## src/rtl/core/sue_pkg.sv

```systemverilog
// Shared types, constants and helper functions of the string unescaper.
package sue_pkg;

    localparam int unsigned WinDepth = 12;

    localparam logic [7:0] CH_APOS   = 8'h27;
    localparam logic [7:0] CH_DQUOTE = 8'h22;
    localparam logic [7:0] CH_BSLASH = 8'h5C;
    localparam logic [7:0] CH_SLASH  = 8'h2F;
    localparam logic [7:0] CH_T      = 8'h74;
    localparam logic [7:0] CH_B      = 8'h62;
    localparam logic [7:0] CH_R      = 8'h72;
    localparam logic [7:0] CH_N      = 8'h6E;
    localparam logic [7:0] CH_U      = 8'h75;
    localparam logic [7:0] CH_TAB    = 8'h09;
    localparam logic [7:0] CH_BS     = 8'h08;
    localparam logic [7:0] CH_CR     = 8'h0D;
    localparam logic [7:0] CH_LF     = 8'h0A;

    localparam logic       RST_ESCAPE_ENABLE = 1'b1;
    localparam logic [7:0] RST_ESCAPE_BYTE   = 8'd92;
    localparam logic [7:0] RST_QUOTE_BYTE    = 8'd34;
    localparam logic       RST_DQ_ENABLE     = 1'b1;

    // Top six bits of a high and of a low surrogate.
    localparam logic [5:0] HI_SURR_TOP = 6'b110110;
    localparam logic [5:0] LO_SURR_TOP = 6'b110111;
    localparam logic [20:0] SUPP_BASE  = 21'h10000;

    typedef enum logic [1:0] {
        CFG_ESCAPE_ENABLE = 2'd0,
        CFG_ESCAPE_BYTE   = 2'd1,
        CFG_QUOTE_BYTE    = 2'd2,
        CFG_DQ_ENABLE     = 2'd3
    } t_cfg_idx;

    typedef struct packed {
        logic       escape_enable;
        logic [7:0] escape_byte;
        logic [7:0] quote_byte;
        logic       double_quote_enable;
    } t_cfg;

    // One raw byte with its configuration-independent classification.
    typedef struct packed {
        logic [7:0] data;
        logic       last;
        logic       hex_ok;
        logic [3:0] hex_val;
        logic       is_u;
        logic       esc_ok;
        logic [7:0] esc_val;
    } t_sym;

    typedef struct packed {
        logic [2:0]      len;
        logic [3:0][7:0] bytes;
    } t_utf8;

    function automatic logic [4:0] hex_decode(input logic [7:0] c);
        logic [4:0] r;
        r = 5'd0;
        if (c >= 8'h30 && c <= 8'h39) begin
            r = {1'b1, c[3:0]};
        end else if ((c >= 8'h61 && c <= 8'h66) || (c >= 8'h41 && c <= 8'h46)) begin
            r = {1'b1, c[3:0] + 4'd9};
        end
        return r;
    endfunction

    function automatic logic [8:0] esc_decode(input logic [7:0] c);
        logic [8:0] r;
        r = 9'd0;
        case (c)
            CH_APOS:   r = {1'b1, CH_APOS};
            CH_DQUOTE: r = {1'b1, CH_DQUOTE};
            CH_BSLASH: r = {1'b1, CH_BSLASH};
            CH_SLASH:  r = {1'b1, CH_SLASH};
            CH_T:      r = {1'b1, CH_TAB};
            CH_B:      r = {1'b1, CH_BS};
            CH_R:      r = {1'b1, CH_CR};
            CH_N:      r = {1'b1, CH_LF};
            default:   r = 9'd0;
        endcase
        return r;
    endfunction

    function automatic t_utf8 utf8_encode(input logic [20:0] cp);
        t_utf8 r;
        r.len   = 3'd1;
        r.bytes = '0;
        if (cp < 21'h80) begin
            r.bytes[0] = cp[7:0];
        end else if (cp <= 21'h7FF) begin
            r.len      = 3'd2;
            r.bytes[0] = {3'b110, cp[10:6]};
            r.bytes[1] = {2'b10, cp[5:0]};
        end else if (cp <= 21'hFFFF) begin
            r.len      = 3'd3;
            r.bytes[0] = {4'b1110, cp[15:12]};
            r.bytes[1] = {2'b10, cp[11:6]};
            r.bytes[2] = {2'b10, cp[5:0]};
        end else begin
            r.len      = 3'd4;
            r.bytes[0] = {5'b11110, cp[20:18]};
            r.bytes[1] = {2'b10, cp[17:12]};
            r.bytes[2] = {2'b10, cp[11:6]};
            r.bytes[3] = {2'b10, cp[5:0]};
        end
        return r;
    endfunction

endpackage

```

## src/rtl/core/sue_front.sv

```systemverilog
// Input side: classifies each raw byte and holds it in a two-entry queue.
module sue_front
    import sue_pkg::*;
(
    input  logic       i_clk,
    input  logic       i_rst_n,
    input  logic       i_valid,
    output logic       o_ready,
    input  logic [7:0] i_data,
    input  logic       i_last,
    output logic       o_q_valid,
    output t_sym       o_q_sym,
    input  logic       i_q_pop
);

    localparam int unsigned QDepth = 2;
    localparam int unsigned QPtrW  = $clog2(QDepth);
    localparam int unsigned QCntW  = $clog2(QDepth + 1);

    t_sym               r_mem [QDepth];
    logic [QPtrW-1:0]   r_wr_ptr;
    logic [QPtrW-1:0]   r_rd_ptr;
    logic [QCntW-1:0]   r_cnt;
    logic               push;
    logic               pop;
    t_sym               sym;
    logic [4:0]         hex;
    logic [8:0]         esc;

    assign o_ready   = (r_cnt != QCntW'(QDepth));
    assign o_q_valid = (r_cnt != '0);
    assign o_q_sym   = r_mem[r_rd_ptr];
    assign push      = i_valid && o_ready;
    assign pop       = i_q_pop && o_q_valid;

    always_comb begin
        hex         = hex_decode(i_data);
        esc         = esc_decode(i_data);
        sym.data    = i_data;
        sym.last    = i_last;
        sym.hex_ok  = hex[4];
        sym.hex_val = hex[3:0];
        sym.is_u    = (i_data == CH_U);
        sym.esc_ok  = esc[8];
        sym.esc_val = esc[7:0];
    end

    always_ff @(posedge i_clk) begin
        if (push) begin
            r_mem[r_wr_ptr] <= sym;
        end
    end

    always_ff @(posedge i_clk) begin
        if (!i_rst_n) begin
            r_wr_ptr <= '0;
            r_rd_ptr <= '0;
            r_cnt    <= '0;
        end else begin
            if (push) begin
                r_wr_ptr <= (r_wr_ptr == QPtrW'(QDepth - 1)) ? '0 : r_wr_ptr + 1'b1;
            end
            if (pop) begin
                r_rd_ptr <= (r_rd_ptr == QPtrW'(QDepth - 1)) ? '0 : r_rd_ptr + 1'b1;
            end
            r_cnt <= r_cnt + QCntW'(push) - QCntW'(pop);
        end
    end

endmodule

```

## src/rtl/core/sue_back.sv

```systemverilog
// Decode side: lookahead window, escape decision, UTF-8 encoding and output register.
module sue_back
    import sue_pkg::*;
(
    input  logic       i_clk,
    input  logic       i_rst_n,
    input  t_cfg       i_cfg,
    input  logic       i_q_valid,
    input  t_sym       i_q_sym,
    output logic       o_q_pop,
    output logic       o_valid,
    input  logic       i_ready,
    output logic [7:0] o_data,
    output logic       o_last
);

    typedef enum logic [2:0] {
        S_FILL   = 3'b001,
        S_DECIDE = 3'b010,
        S_EMIT   = 3'b100
    } t_state;

    t_state          r_state, n_state;
    t_sym            r_buf [WinDepth];
    logic [3:0]      r_count;
    logic            r_fin;
    logic [2:0][7:0] r_rest;
    logic [1:0]      r_rem;
    logic            r_rest_last;
    logic            r_out_valid;
    logic [7:0]      r_out_data;
    logic            r_out_last;

    logic            out_free;
    logic            append;
    logic            take;
    logic            emit_rest;
    logic [2:0]      d_cnt;
    logic [3:0]      d_used;
    logic [3:0][7:0] d_bytes;
    logic            d_last_call;
    logic [15:0]     hi;
    logic [15:0]     lo;
    logic            hi_ok;
    logic            lo_ok;
    logic [20:0]     cp_pair;
    t_utf8           enc_hi;
    t_utf8           enc_pair;
    logic            esc0;
    logic [3:0]      n_count_dec;

    assign out_free = !r_out_valid || i_ready;
    assign o_valid  = r_out_valid;
    assign o_data   = r_out_data;
    assign o_last   = r_out_last;

    assign append    = (r_state == S_FILL) && i_q_valid;
    assign o_q_pop   = append;
    assign take      = (r_state == S_DECIDE) && out_free && (d_cnt != 3'd0);
    assign emit_rest = (r_state == S_EMIT) && out_free;

    // Decision on the head of the window; a zero count means more bytes are needed.
    always_comb begin
        hi    = {r_buf[2].hex_val, r_buf[3].hex_val, r_buf[4].hex_val, r_buf[5].hex_val};
        lo    = {r_buf[8].hex_val, r_buf[9].hex_val, r_buf[10].hex_val, r_buf[11].hex_val};
        hi_ok = r_buf[2].hex_ok && r_buf[3].hex_ok && r_buf[4].hex_ok && r_buf[5].hex_ok;
        lo_ok = r_buf[8].hex_ok && r_buf[9].hex_ok && r_buf[10].hex_ok && r_buf[11].hex_ok;
        cp_pair  = 21'({hi[9:0], lo[9:0]}) + SUPP_BASE;
        enc_hi   = utf8_encode({5'd0, hi});
        enc_pair = utf8_encode(cp_pair);
        esc0     = i_cfg.escape_enable && (r_buf[0].data == i_cfg.escape_byte);

        d_cnt      = 3'd1;
        d_used     = 4'd1;
        d_bytes    = '0;
        d_bytes[0] = r_buf[0].data;

        if (esc0) begin
            if (r_count < 4'd2) begin
                d_cnt = r_fin ? 3'd1 : 3'd0;
            end else if (r_buf[1].esc_ok) begin
                d_bytes[0] = r_buf[1].esc_val;
                d_used     = 4'd2;
            end else if (r_buf[1].is_u) begin
                if (r_count < 4'd6) begin
                    d_cnt = r_fin ? 3'd1 : 3'd0;
                end else if (hi_ok) begin
                    if (hi[15:10] == HI_SURR_TOP) begin
                        if (r_count < 4'd12) begin
                            d_cnt = r_fin ? 3'd1 : 3'd0;
                        end else if (r_buf[6].data == i_cfg.escape_byte && r_buf[7].is_u
                                     && lo_ok && lo[15:10] == LO_SURR_TOP) begin
                            d_cnt   = enc_pair.len;
                            d_bytes = enc_pair.bytes;
                            d_used  = 4'd12;
                        end
                    end else begin
                        d_cnt   = enc_hi.len;
                        d_bytes = enc_hi.bytes;
                        d_used  = 4'd6;
                    end
                end
            end
        end else if (i_cfg.double_quote_enable && r_buf[0].data == i_cfg.quote_byte) begin
            if (r_count < 4'd2) begin
                d_cnt = r_fin ? 3'd1 : 3'd0;
            end else if (r_buf[1].data == i_cfg.quote_byte) begin
                d_used = 4'd2;
            end
        end

        n_count_dec = r_count - d_used;
        d_last_call = r_fin && (r_count == d_used);
    end

    always_comb begin
        n_state = r_state;
        unique case (r_state)
            S_FILL: begin
                if (append) begin
                    n_state = S_DECIDE;
                end
            end
            S_DECIDE: begin
                if (d_cnt == 3'd0) begin
                    n_state = S_FILL;
                end else if (take) begin
                    if (d_cnt > 3'd1) begin
                        n_state = S_EMIT;
                    end else if (n_count_dec != 4'd0) begin
                        n_state = S_DECIDE;
                    end else begin
                        n_state = S_FILL;
                    end
                end
            end
            S_EMIT: begin
                if (emit_rest && r_rem == 2'd1) begin
                    n_state = (r_count != 4'd0) ? S_DECIDE : S_FILL;
                end
            end
            default: n_state = S_FILL;
        endcase
    end

    // Window entries: append at the fill position, or drop the decided bytes.
    always_ff @(posedge i_clk) begin
        for (int i = 0; i < WinDepth; i++) begin
            if (take) begin
                if (d_used == 4'd1) begin
                    r_buf[i] <= r_buf[(i + 1) % WinDepth];
                end else if (d_used == 4'd2) begin
                    r_buf[i] <= r_buf[(i + 2) % WinDepth];
                end else if (d_used == 4'd6) begin
                    r_buf[i] <= r_buf[(i + 6) % WinDepth];
                end
            end else if (append && r_count == 4'(i)) begin
                r_buf[i] <= i_q_sym;
            end
        end
    end

    always_ff @(posedge i_clk) begin
        if (take) begin
            r_rest      <= d_bytes[3:1];
            r_rest_last <= d_last_call;
        end else if (emit_rest) begin
            r_rest <= {8'h00, r_rest[2:1]};
        end
        if (take) begin
            r_out_data <= d_bytes[0];
            r_out_last <= d_last_call && (d_cnt == 3'd1);
        end else if (emit_rest) begin
            r_out_data <= r_rest[0];
            r_out_last <= r_rest_last && (r_rem == 2'd1);
        end
        if (append) begin
            r_fin <= i_q_sym.last;
        end
    end

    always_ff @(posedge i_clk) begin
        if (!i_rst_n) begin
            r_state     <= S_FILL;
            r_count     <= '0;
            r_rem       <= '0;
            r_out_valid <= 1'b0;
        end else begin
            r_state <= n_state;
            if (take) begin
                r_count <= n_count_dec;
                r_rem   <= 2'(d_cnt - 3'd1);
            end else begin
                if (append && r_count < 4'(WinDepth)) begin
                    r_count <= r_count + 4'd1;
                end
                if (emit_rest) begin
                    r_rem <= r_rem - 2'd1;
                end
            end
            r_out_valid <= take || emit_rest || (r_out_valid && !i_ready);
        end
    end

endmodule

```

## src/rtl/core/string_unescaper_utf8_unit.sv

```systemverilog
// Top level of the streaming string unescaper with UTF-8 output.
//
//   channel   dir  fields (lowest bit first)       handshake
//   s_axis    in   tdata: in_byte; tlast: in_last  tvalid & tready
//   m_axis    out  tdata: out_byte; tlast: out_last tvalid & tready
//   cfg       in   idx: register, data: value      i_cfg_we
//
// A plain byte is moved from the input queue into the 12-byte lookahead window
// and then decided and loaded into the output register. A decision that yields
// several bytes holds the decode unit until all are sent, and at the end of a
// string each buffered byte is decided one per cycle while the output accepts.
// Reset clears the window and the input queue and loads the register defaults.
// The input queue fills up while the decode side waits on the output.
module string_unescaper_utf8_unit
    import sue_pkg::*;
(
    input  logic       i_clk,
    input  logic       i_rst_n,
    input  logic       i_s_axis_tvalid,
    output logic       o_s_axis_tready,
    input  logic [7:0] i_s_axis_tdata,   // [7:0] in_byte
    input  logic       i_s_axis_tlast,
    output logic       o_m_axis_tvalid,
    input  logic       i_m_axis_tready,
    output logic [7:0] o_m_axis_tdata,   // [7:0] out_byte
    output logic       o_m_axis_tlast,
    input  logic       i_cfg_we,
    input  logic [1:0] i_cfg_idx,
    input  logic [7:0] i_cfg_data
);

    t_cfg r_cfg;
    logic q_valid;
    t_sym q_sym;
    logic q_pop;

    always_ff @(posedge i_clk) begin
        if (!i_rst_n) begin
            r_cfg.escape_enable       <= RST_ESCAPE_ENABLE;
            r_cfg.escape_byte         <= RST_ESCAPE_BYTE;
            r_cfg.quote_byte          <= RST_QUOTE_BYTE;
            r_cfg.double_quote_enable <= RST_DQ_ENABLE;
        end else if (i_cfg_we) begin
            unique case (t_cfg_idx'(i_cfg_idx))
                CFG_ESCAPE_ENABLE: r_cfg.escape_enable       <= i_cfg_data[0];
                CFG_ESCAPE_BYTE:   r_cfg.escape_byte         <= i_cfg_data;
                CFG_QUOTE_BYTE:    r_cfg.quote_byte          <= i_cfg_data;
                CFG_DQ_ENABLE:     r_cfg.double_quote_enable <= i_cfg_data[0];
                default:           r_cfg                     <= r_cfg;
            endcase
        end
    end

    sue_front u_front (
        .i_clk     (i_clk),
        .i_rst_n   (i_rst_n),
        .i_valid   (i_s_axis_tvalid),
        .o_ready   (o_s_axis_tready),
        .i_data    (i_s_axis_tdata),
        .i_last    (i_s_axis_tlast),
        .o_q_valid (q_valid),
        .o_q_sym   (q_sym),
        .i_q_pop   (q_pop)
    );

    sue_back u_back (
        .i_clk     (i_clk),
        .i_rst_n   (i_rst_n),
        .i_cfg     (r_cfg),
        .i_q_valid (q_valid),
        .i_q_sym   (q_sym),
        .o_q_pop   (q_pop),
        .o_valid   (o_m_axis_tvalid),
        .i_ready   (i_m_axis_tready),
        .o_data    (o_m_axis_tdata),
        .o_last    (o_m_axis_tlast)
    );

endmodule

```

## config.mk

```make
export PLATFORM = sky130hd
export DESIGN_NAME = string_unescaper_utf8_unit
export DESIGN_NICKNAME = d
export VERILOG_FILES = /design/src/rtl/core/sue_pkg.sv /design/src/rtl/core/sue_front.sv /design/src/rtl/core/sue_back.sv /design/src/rtl/core/string_unescaper_utf8_unit.sv
export SDC_FILE = /design/constraint.sdc
export NUM_CORES = 1
export LEC_CHECK = 0
export ABC_AREA = 1
export BUFFER_PORTS_ARGS = -buffer_cell sky130_fd_sc_hd__buf_2
export CORE_ASPECT_RATIO = 0.8
export CORE_MARGIN = 5
export CORE_UTILIZATION = 30
export DETAILED_ROUTE_END_ITERATION = 16
export PLACE_DENSITY = 0.45
export REMOVE_ABC_BUFFERS = 1
export SLEW_MARGIN = 10
export SYNTH_ARGS = -nofsm -noshare
export SYNTH_HDL_FRONTEND = slang
export SYNTH_SLANG_ARGS = --single-unit
```

## constraint.sdc

```tcl
create_clock -name i_clk -period 6.3 [get_ports i_clk]
set_input_delay 0.63 -clock i_clk [delete_from_list [all_inputs] [get_ports i_clk]]
set_output_delay 0.63 -clock i_clk [all_outputs]
set_load 0.03 [all_outputs]
```

==> key figures, run 1 <==
Placed design
  – Placed inst area: around 26000 um2
  – PortBufs: 34
  – DP HPWL: 65.53 mm
  – GPL Wtd Cong: 0.9115
  – Cell count after placement: ~4300

CTS
  – CTS Sinks: a little under 400
  – Cts repair resizes: 0
  – Clock slew at reported path FFs: ~60 ps
  – CTS root buffer: clkbuf_16
  – Worst-Skew Late Latency: 610 ps
  – CTS H-tree lvls: 2
  – Cts bufs inserted: 45
  – Clock Tree Buf Depth: 3
  – Post-CTS Setup Bufs: 0
  – Post-cts hold buffer count: 0
  – CTS tree: yes

Pwr
  – Pwr dens: about 340 nW/um2
  – VDD IR max: 0.2543 mV
  – Leakage power: 11.36 nW
  – Clk network pwr share: 0.288
  – P_int: 5.750 mW
  – P_sw: 3.765 mW
  – Share of power burned in registers: 0.418
  – Combinational group share of total power: 0.294
  – Final Total Pwr: between 9 and 10 mW
  – Sw Ratio: 0.3957

Global route
  – Number of global-route vias before repair: 21540
  – Total global routing overflow: 0
  – Initial antenna violation count: 7
  – Total GRT Usage: 0.2276
  – Global-route wire length before repair: approximately 150 mm
  – Largest net degree at the start of global routing: slightly above 200

Setup path
  – Crit Path Class: flip-flop to flip-flop
  – Worst Path Arrival: slightly below 6000 ps
  – Crit-path max FO: 44
  – Reg2reg setup slack: just over 700 ps
  – CP max stage delay: 800 ps
  – Cell Chain, Critical Path: ha_1 > nand3_1 > nand2_1 > inv_1 > nand4_1 > nor2_1 > nor2_1 > nor2_1 > nor2_1 > inv_1 > nor2_1 > nand2_1 > ha_1 > nand2_2 > nand2_4 > inv_8 > nand2_8 > nand2_2 > nor2_4 > o21ai_4 > buf_4
  – CP required: approximately 6600 ps
  – Crit end category: flip-flop
  – CP max stage cell: nor2_4
  – Crit-path most repeated cell: nor2_1
  – Setup crit start kind: flip-flop

STA
  – Final cycle utilization of the critical path: 0.8876
  – Worst-Margin Slew: 1055 ps
  – Slew margin rel.: 0.2952
  – Max Clock Skew: 29.18 ps
  – Fmax achieved: 178.8 MHz
  – Final setup vio count: 0
  – Final min period: about 5600 ps
  – RSZ-0062 raised after global routing: false
  – Final Slew Violations: 0
  – Worst Hold Slack: 225.0 ps
  – Endpoints failing hold: 0

Yosys
  – Synth Area in Adders: 0.01022
  – Post-synthesis cell count: 3311
  – Post-synth top area share: 0.4192
  – Largest cells by area after synthesis: edfxtp_1 42%, nand3_1 16%, nand2_1 15%
  – Synth Flop Type: edfxtp_1
  – Async S/R FF share, synth: 0
  – Synth Area in Compound Gates: 0.04377
  – Yosys top cell by area: edfxtp_1
  – Unique masters post-synth: 55
  – Synth warn: 0
  – Sequential-to-total area share from yosys stat: 0.4454
  – Largest family of logic cells by synthesized area: simple AND/OR/NAND/NOR gates
  – Mapped Avg Cell Area: 7.615 um2
  – Post-Synth Simple-Gate Area: 0.4093
  – Mux share of post-synthesis cell area: 0.009825
  – Synth Area in XOR/XNOR: 0.007295
  – Yosys reg bits: 385
  – Post-synth EDFFs: 352
  – Synthesized area: 25210 um2

Die
  – Die area: 89980 um2
  – Core box area: 83680 um2
  – FP Rows: 95
  – Starting Density: 0.3013
  – I/O pins: 35
  – Die Wd: around 330 um
  – Die height: ~270 um

Layout
  – Layout area overhead: 10.52%
  – Fill cells: 8964
  – Final Cell Area: roughly 28000 um2
  – Non-Filler Instances: 4367
  – Layout cells sized above 1: 0.08674
  – Final core area utilization: 0.3330
  – Nets: approximately 3300
  – Area of the multi-input gates: 12210 um2
  – Storage element area: about 11000 um2

Detailed routing
  – Detailed Route Iter0 Violations: 2958
  – DRC Markers: 0
  – Routed len/inst: about 24 um
  – 1st-pass router iterations: 7
  – Via count: 23920
  – WL final: 106.8 mm
  – Antenna-violating nets left: 0
  – Vias per std cell: approximately 5.5

Run
  – Max Cap Violations: 0

Worst hold path
  – Hold/Removal Path Class: input pin to flip-flop

Status
  – Outcome: finished clean
==> registers in the layout (all words and copies together), names as in the netlist, 2 cells and up, named ones only <==
register	cells
u_back.r_buf	276
r_cfg	18
u_back.r_count	4
u_back.o_data	8
u_front.r_cnt	2
u_back.r_state	3
u_back.r_rem	2
u_front.r_mem	44
u_back.r_rest	21
==> path summary, 6_finish.rpt <==
| kind | startpoint | end | cells after the start |
|---|---|---|---|
| setup / recovery | u_back.r_buf[4][13] | u_back.r_buf[8][5] | 21 |
| hold / removal | i_s_axis_tlast | u_front.r_mem[1][15] | 1 |
| setup reg to reg | u_back.r_buf[4][13] | u_back.r_buf[8][5] | 21 |
| hold reg to reg | u_front.r_rd_ptr | flip-flop | 1 |
==> cell families after synthesis <==
| kind of cell | Yosys count |
|---|---|
| AO/OA/AOI/OAI | 186 |
| XOR/XNOR | 21 |
| adder cells (fa/ha/maj) | 20 |
| buffers and inverters | 409 |
| flip-flops | 385 |
| multiplexers | 22 |
| AND/OR/NAND/NOR | 2268 |
==> power groups by stage <==
| stage | Clock [mW] | Combinational [mW] | Sequential (mW) |
|---|---|---|---|
| detailed placement | 0 | 2.75 | 4.00 |
| global route | 2.90 | 3.02 | 4.01 |
| CTS | 2.80 | 2.76 | 3.95 |
| global placement | 0 | 2.75 | 4.01 |
| finish | 2.74 | 2.80 | 3.97 |
| floorplan | 0 | 1.51 | 3.81 |
==> synthesized netlist by cell type (8+ instances only) <==
cell      number
nor3_1        25
nand4_1       43
clkbuf_1     107
o211ai_1      15
nand3_1      805
or2_2         41
buf_4         23
xor2_1        12
dfxtp_1       33
o22ai_1       10
a31oi_1        8
nor2_1       126
edfxtp_1     352
inv_1        153
xnor2_1        9
buf_1         21
a21oi_1       47
buf_6         19
o21ai_0       70
mux2_2        22
ha_1          19
buf_2         80
o41ai_1        9
or2_0        177
nand2_1     1028
==> cell usage in the layout, fill, tap and decap left out, types with 10 or more instances in the layout <==
cell / count
nor2_1: 118
ha_1: 19
mux2_2: 22
inv_1: 150
xor2_1: 12
dfxtp_1: 33
nand4_1: 43
o211ai_1: 15
nor3_1: 21
or2_0: 177
a21oi_1: 47
nand3_1: 803
clkbuf_16: 45
o21ai_0: 69
buf_12: 18
o22ai_1: 10
or2_2: 41
buf_2: 34
nand2_2: 11
edfxtp_1: 352
nand2_1: 1021
buf_4: 59
==> routing by layer <==
metal | vias to the layer above | GRT usage | wire length [um] | share of wire
met5 | - | 0 | 0 | 0
met4 | 0 | 0.05366 | 2587 | 0.024
met3 | 163 | 0.03848 | 9009 | 0.084
met2 | 1119 | 0.3245 | 44170 | 0.41
met1 | 11600 | 0.3556 | 51010 | 0.48
li1 | 11030 | - | - | -
==> layout make-up <==
type | count | share of cell area
Multi-Input combinational cell | 2517 | 0.4382
Sequential cell | 385 | 0.4030
Tap cell | 1115 | 0.05007
Inverter | 159 | 0.02169
Clock buffer | 53 | 0.04149
Timing Repair Buffer | 111 | 0.03493
Clock inverter | 26 | 0.01046
Antenna cell | 1 | 0.00008980
==> through the flow <==
stage | setup WS (ps) | setup TNS [ps]
after floorplan | -3989 | -1670010
after global placement | 942.9 | 0
after detailed placement | 861.3 | 0
after CTS | 868.9 | 0
after global routing | 374.3 | 0
final | 708.2 | 0
==> worst max-delay path: cells and delay by family (launching register included) <==
kind	cells	cell delay [ps]
AO/OA/AOI/OAI	1	430
adder cells (fa/ha/maj)	2	490
buffers and inverters	4	720
flip-flops	1	620
AND/OR/NAND/NOR	14	3030
Note: power is estimated with default switching activity, not from simulation.
==> run 2: changes to the inputs <==
CORE_UTILIZATION = 53   (was 30)
PLACE_DENSITY = 0.7   (was 0.45)
==> run 2 against run 1 <==
Compared with the run above:
- maximum frequency grew 11%
- critical path depth is 1 higher
- sequential share of layout area up 1.5 points
- global-route usage up 12 points
- routed wire length decreased by 14%
- utilization up 24 points
- via count rose by 3.0%
- largest cell class unchanged
- die area decreased by 42%
==> key figures, run 2 (synthesis gave the netlist of run 1 again) <==
Layout
  – Nets: 3247 (-0.49%)
  – Commonest non-fill, non-tap cell in the layout: nand2_1
  – Non-Filler Instances: 3853 (-12%)
  – Largest Register: u_back.r_buf
  – Largest registers: u_back.r_buf x276, u_front.r_mem x44, u_back.r_rest x21
  – Max reg flops: 276 (unchanged)
  – Layout cells sized above 1: 0.07704 (-0.009700)
  – Commonest cells after routing, fill and taps aside: 1028 x nand2_1, 805 x nand3_1, 352 x edfxtp_1, 177 x or2_0, 151 x inv_1
  – Layout area overhead: 6.461%

Run
  – Max Cap Violations: 0 (unchanged)

Die
  – Die Wd: 253.9 um (-24%)
  – I/O pins: 35 (unchanged)
  – Starting Density: 0.5355 (+0.2342)
  – Die area: 52060 um2 (-42%)
  – Core box area: 47080 um2 (-44%)
  – Die height: 205.1 um (-24%)
  – FP Rows: 71 (-25%)

Pwr
  – Final Total Pwr: 9.050 mW (-4.9%)
  – Pwr dens: 337.2 nW/um2 (-1.3%)
  – VDD IR max: 0.2625 mV (+3.2%)
  – Leakage power: 11.17 nW (-1.6%)

Detailed routing
  – DRC Markers: 0 (unchanged)
  – 1st-pass router iterations: 7 (unchanged)
  – Antenna-violating nets left: 0 (unchanged)
  – Routed len/inst: 23.90 um (-2.3%)
  – Vias per std cell: 6.392 (+17%)
  – Detailed Route Iter0 Violations: 4443 (+50%)
  – WL final: 92.09 mm (-14%)
  – Via count: 24630 (+3.0%)

Worst hold path
  – Worst Hold Launch: i_s_axis_tlast
  – Hold Path Depth: 1 (unchanged)
  – Hold EP: u_front.r_mem[1][15]
  – Hold/Removal Path Class: input pin to flip-flop

CTS
  – Worst-Skew Late Latency: 590 ps (-20 ps)
  – CTS Sinks: 385 (unchanged)
  – Cts repair resizes: 0 (unchanged)
  – Clock Tree Buf Depth: 3 (unchanged)
  – Cts bufs inserted: 42 (-6.7%)
  – CTS root buffer: clkbuf_16
  – Post-cts hold buffer count: 0 (unchanged)
  – Post-CTS Setup Bufs: 0 (unchanged)
  – Clock slew at reported path FFs: 60 ps (about the same)
  – CTS tree: yes
  – CTS H-tree lvls: 2 (unchanged)

STA
  – Worst-Margin Slew: 1252 ps (+197.4 ps)
  – Final worst slack: 1276 ps (+567.8 ps)
  – Final Slew Violations: 0 (unchanged)
  – Final setup vio count: 0 (unchanged)
  – RSZ-0062 raised after global routing: false
  – Final cycle utilization of the critical path: 0.7975 (-0.09013)
  – Fmax achieved: 199.0 MHz (+11%)
  – Slew margin rel.: 0.1652 (-0.1299)
  – Max Clock Skew: 19.32 ps (-9.868 ps)
  – Final min period: 5024 ps (-567.8 ps)
  – Endpoints failing hold: 0 (unchanged)

Global route
  – Total global routing overflow: 0 (unchanged)
  – Global-route wire length before repair: 139.1 mm (-9.9%)
  – Initial antenna violation count: 1 (-6)
  – Number of global-route vias before repair: 22640 (+5.1%)
  – Total GRT Usage: 0.3472 (+0.1196)
  – Largest net degree at the start of global routing: 258 (+25%)

Setup path
  – Reg2reg setup slack: 1280 ps (+570 ps)
  – Crit Path Class: flip-flop to flip-flop
  – Setup crit start kind: flip-flop
  – Worst Path Arrival: 5370 ps (-560 ps)
  – Worst Reg-to-Reg Cells: 22 (+4.8%)
  – Reg2Reg Capture Point: u_back.r_buf[11][5]
  – Crit end category: flip-flop
  – Crit-path max FO: 58 (+32%)
  – Critical Path Source: u_back.r_buf[4][13]
  – Worst r2r src: u_back.r_buf[4][13]
  – CP required: 6650 ps (about the same)

Placed design
  – PortBufs: 34 (unchanged)
  – Cell count after placement: 3779 (-12%)
  – Placement Setup Slack: 1443 ps (+581.4 ps)
  – GPL Wtd Cong: 0.9556 (+4.8%)
  – DP HPWL: 57.78 mm (-12%)

Status
  – Outcome: finished clean
[run 2: changes by cell type in the layout (fill, tap and decap cells not counted), moves of 3 or more]
cell	delta
buf_12	-7
bufinv_16	-4
nand2_1	+7
nand2_2	-7
clkbuf_16	-3
clkbuf_1	+3
buf_4	-6
[run 2: power breakdown]
part	internal (mW)	switching [mW]
clock network	1.31	1.10
logic	0.685	1.93
registers	3.49	0.536
total	5.49	3.56
[run 2: how the worst max path moves through the flow]
stage | to | slack (ps) | cells after the start
3_5_place_dp | u_back.r_buf[10][5] | 1440 | 22
3_3_place_gp | u_back.r_buf[10][5] | 1520 | 22
2_1_floorplan | u_back.r_buf[8][0] | -3990 | 11
5_1_grt | u_back.r_buf[11][5] | 930 | 22
6_report | u_back.r_buf[11][5] | 1280 | 22
4_1_cts | u_back.r_buf[11][5] | 1430 | 22
[run 2: stage by stage]
| stage | utilization | cell area, um2 | TNS (ps) | hold WS, ps |
|---|---|---|---|---|
| floorplan | - | 23950 | -1670010 | 425.5 |
| global route | 0.5701 | 26840 | 0 | 250.3 |
| detailed placement | 0.5433 | 25580 | 0 | 451.8 |
| CTS | 0.5701 | 26840 | 0 | 240.6 |
| finish | 0.5701 | 26840 | 0 | 260.2 |
| global placement | 0.5433 | 25580 | 0 | 431.5 |
[run 2: metal layers]
metal / track usage / share of wire / wire [um] / up-vias
met5: 0 / 0.00015 / 14 / -
met3: 0.09165 / 0.15 / 13910 / 296
li1: - / - / - / 10980
met4: 0.1350 / 0.048 / 4399 / 2
met1: 0.5006 / 0.39 / 35720 / 11420
met2: 0.5014 / 0.41 / 38040 / 1929
[run 2: cell type report]
| class | count | area [um2] |
|---|---|---|
| clock buffer | 53 | 1092 |
| inverter | 159 | 604.3 |
| antenna | 1 | 2.502 |
| multi-input combinational | 2517 | 12180 |
| sequential | 385 | 11230 |
| fill | 4329 | 20240 |
| timing repair buffer | 98 | 788.3 |
| tap | 620 | 775.7 |
| clock inverter | 20 | 170.2 |
[run 2: worst max-delay path: stages (launching register included)]
cell and delay [ps]:
edfxtp_1 640, ha_1 280, nand3_1 130, nand2_1 140, inv_1 50, nand4_1 100, nor2_1 60, buf_4 160
nor2_1 200, nor2_1 100, nor2_1 230, inv_1 120, nor2_1 150, nand2_1 140, ha_1 210, nand2_2 110
nand2_4 90, inv_8 270, nand3_4 540, buf_4 520, or2_2 350, nand3_1 80, nand2_1 60
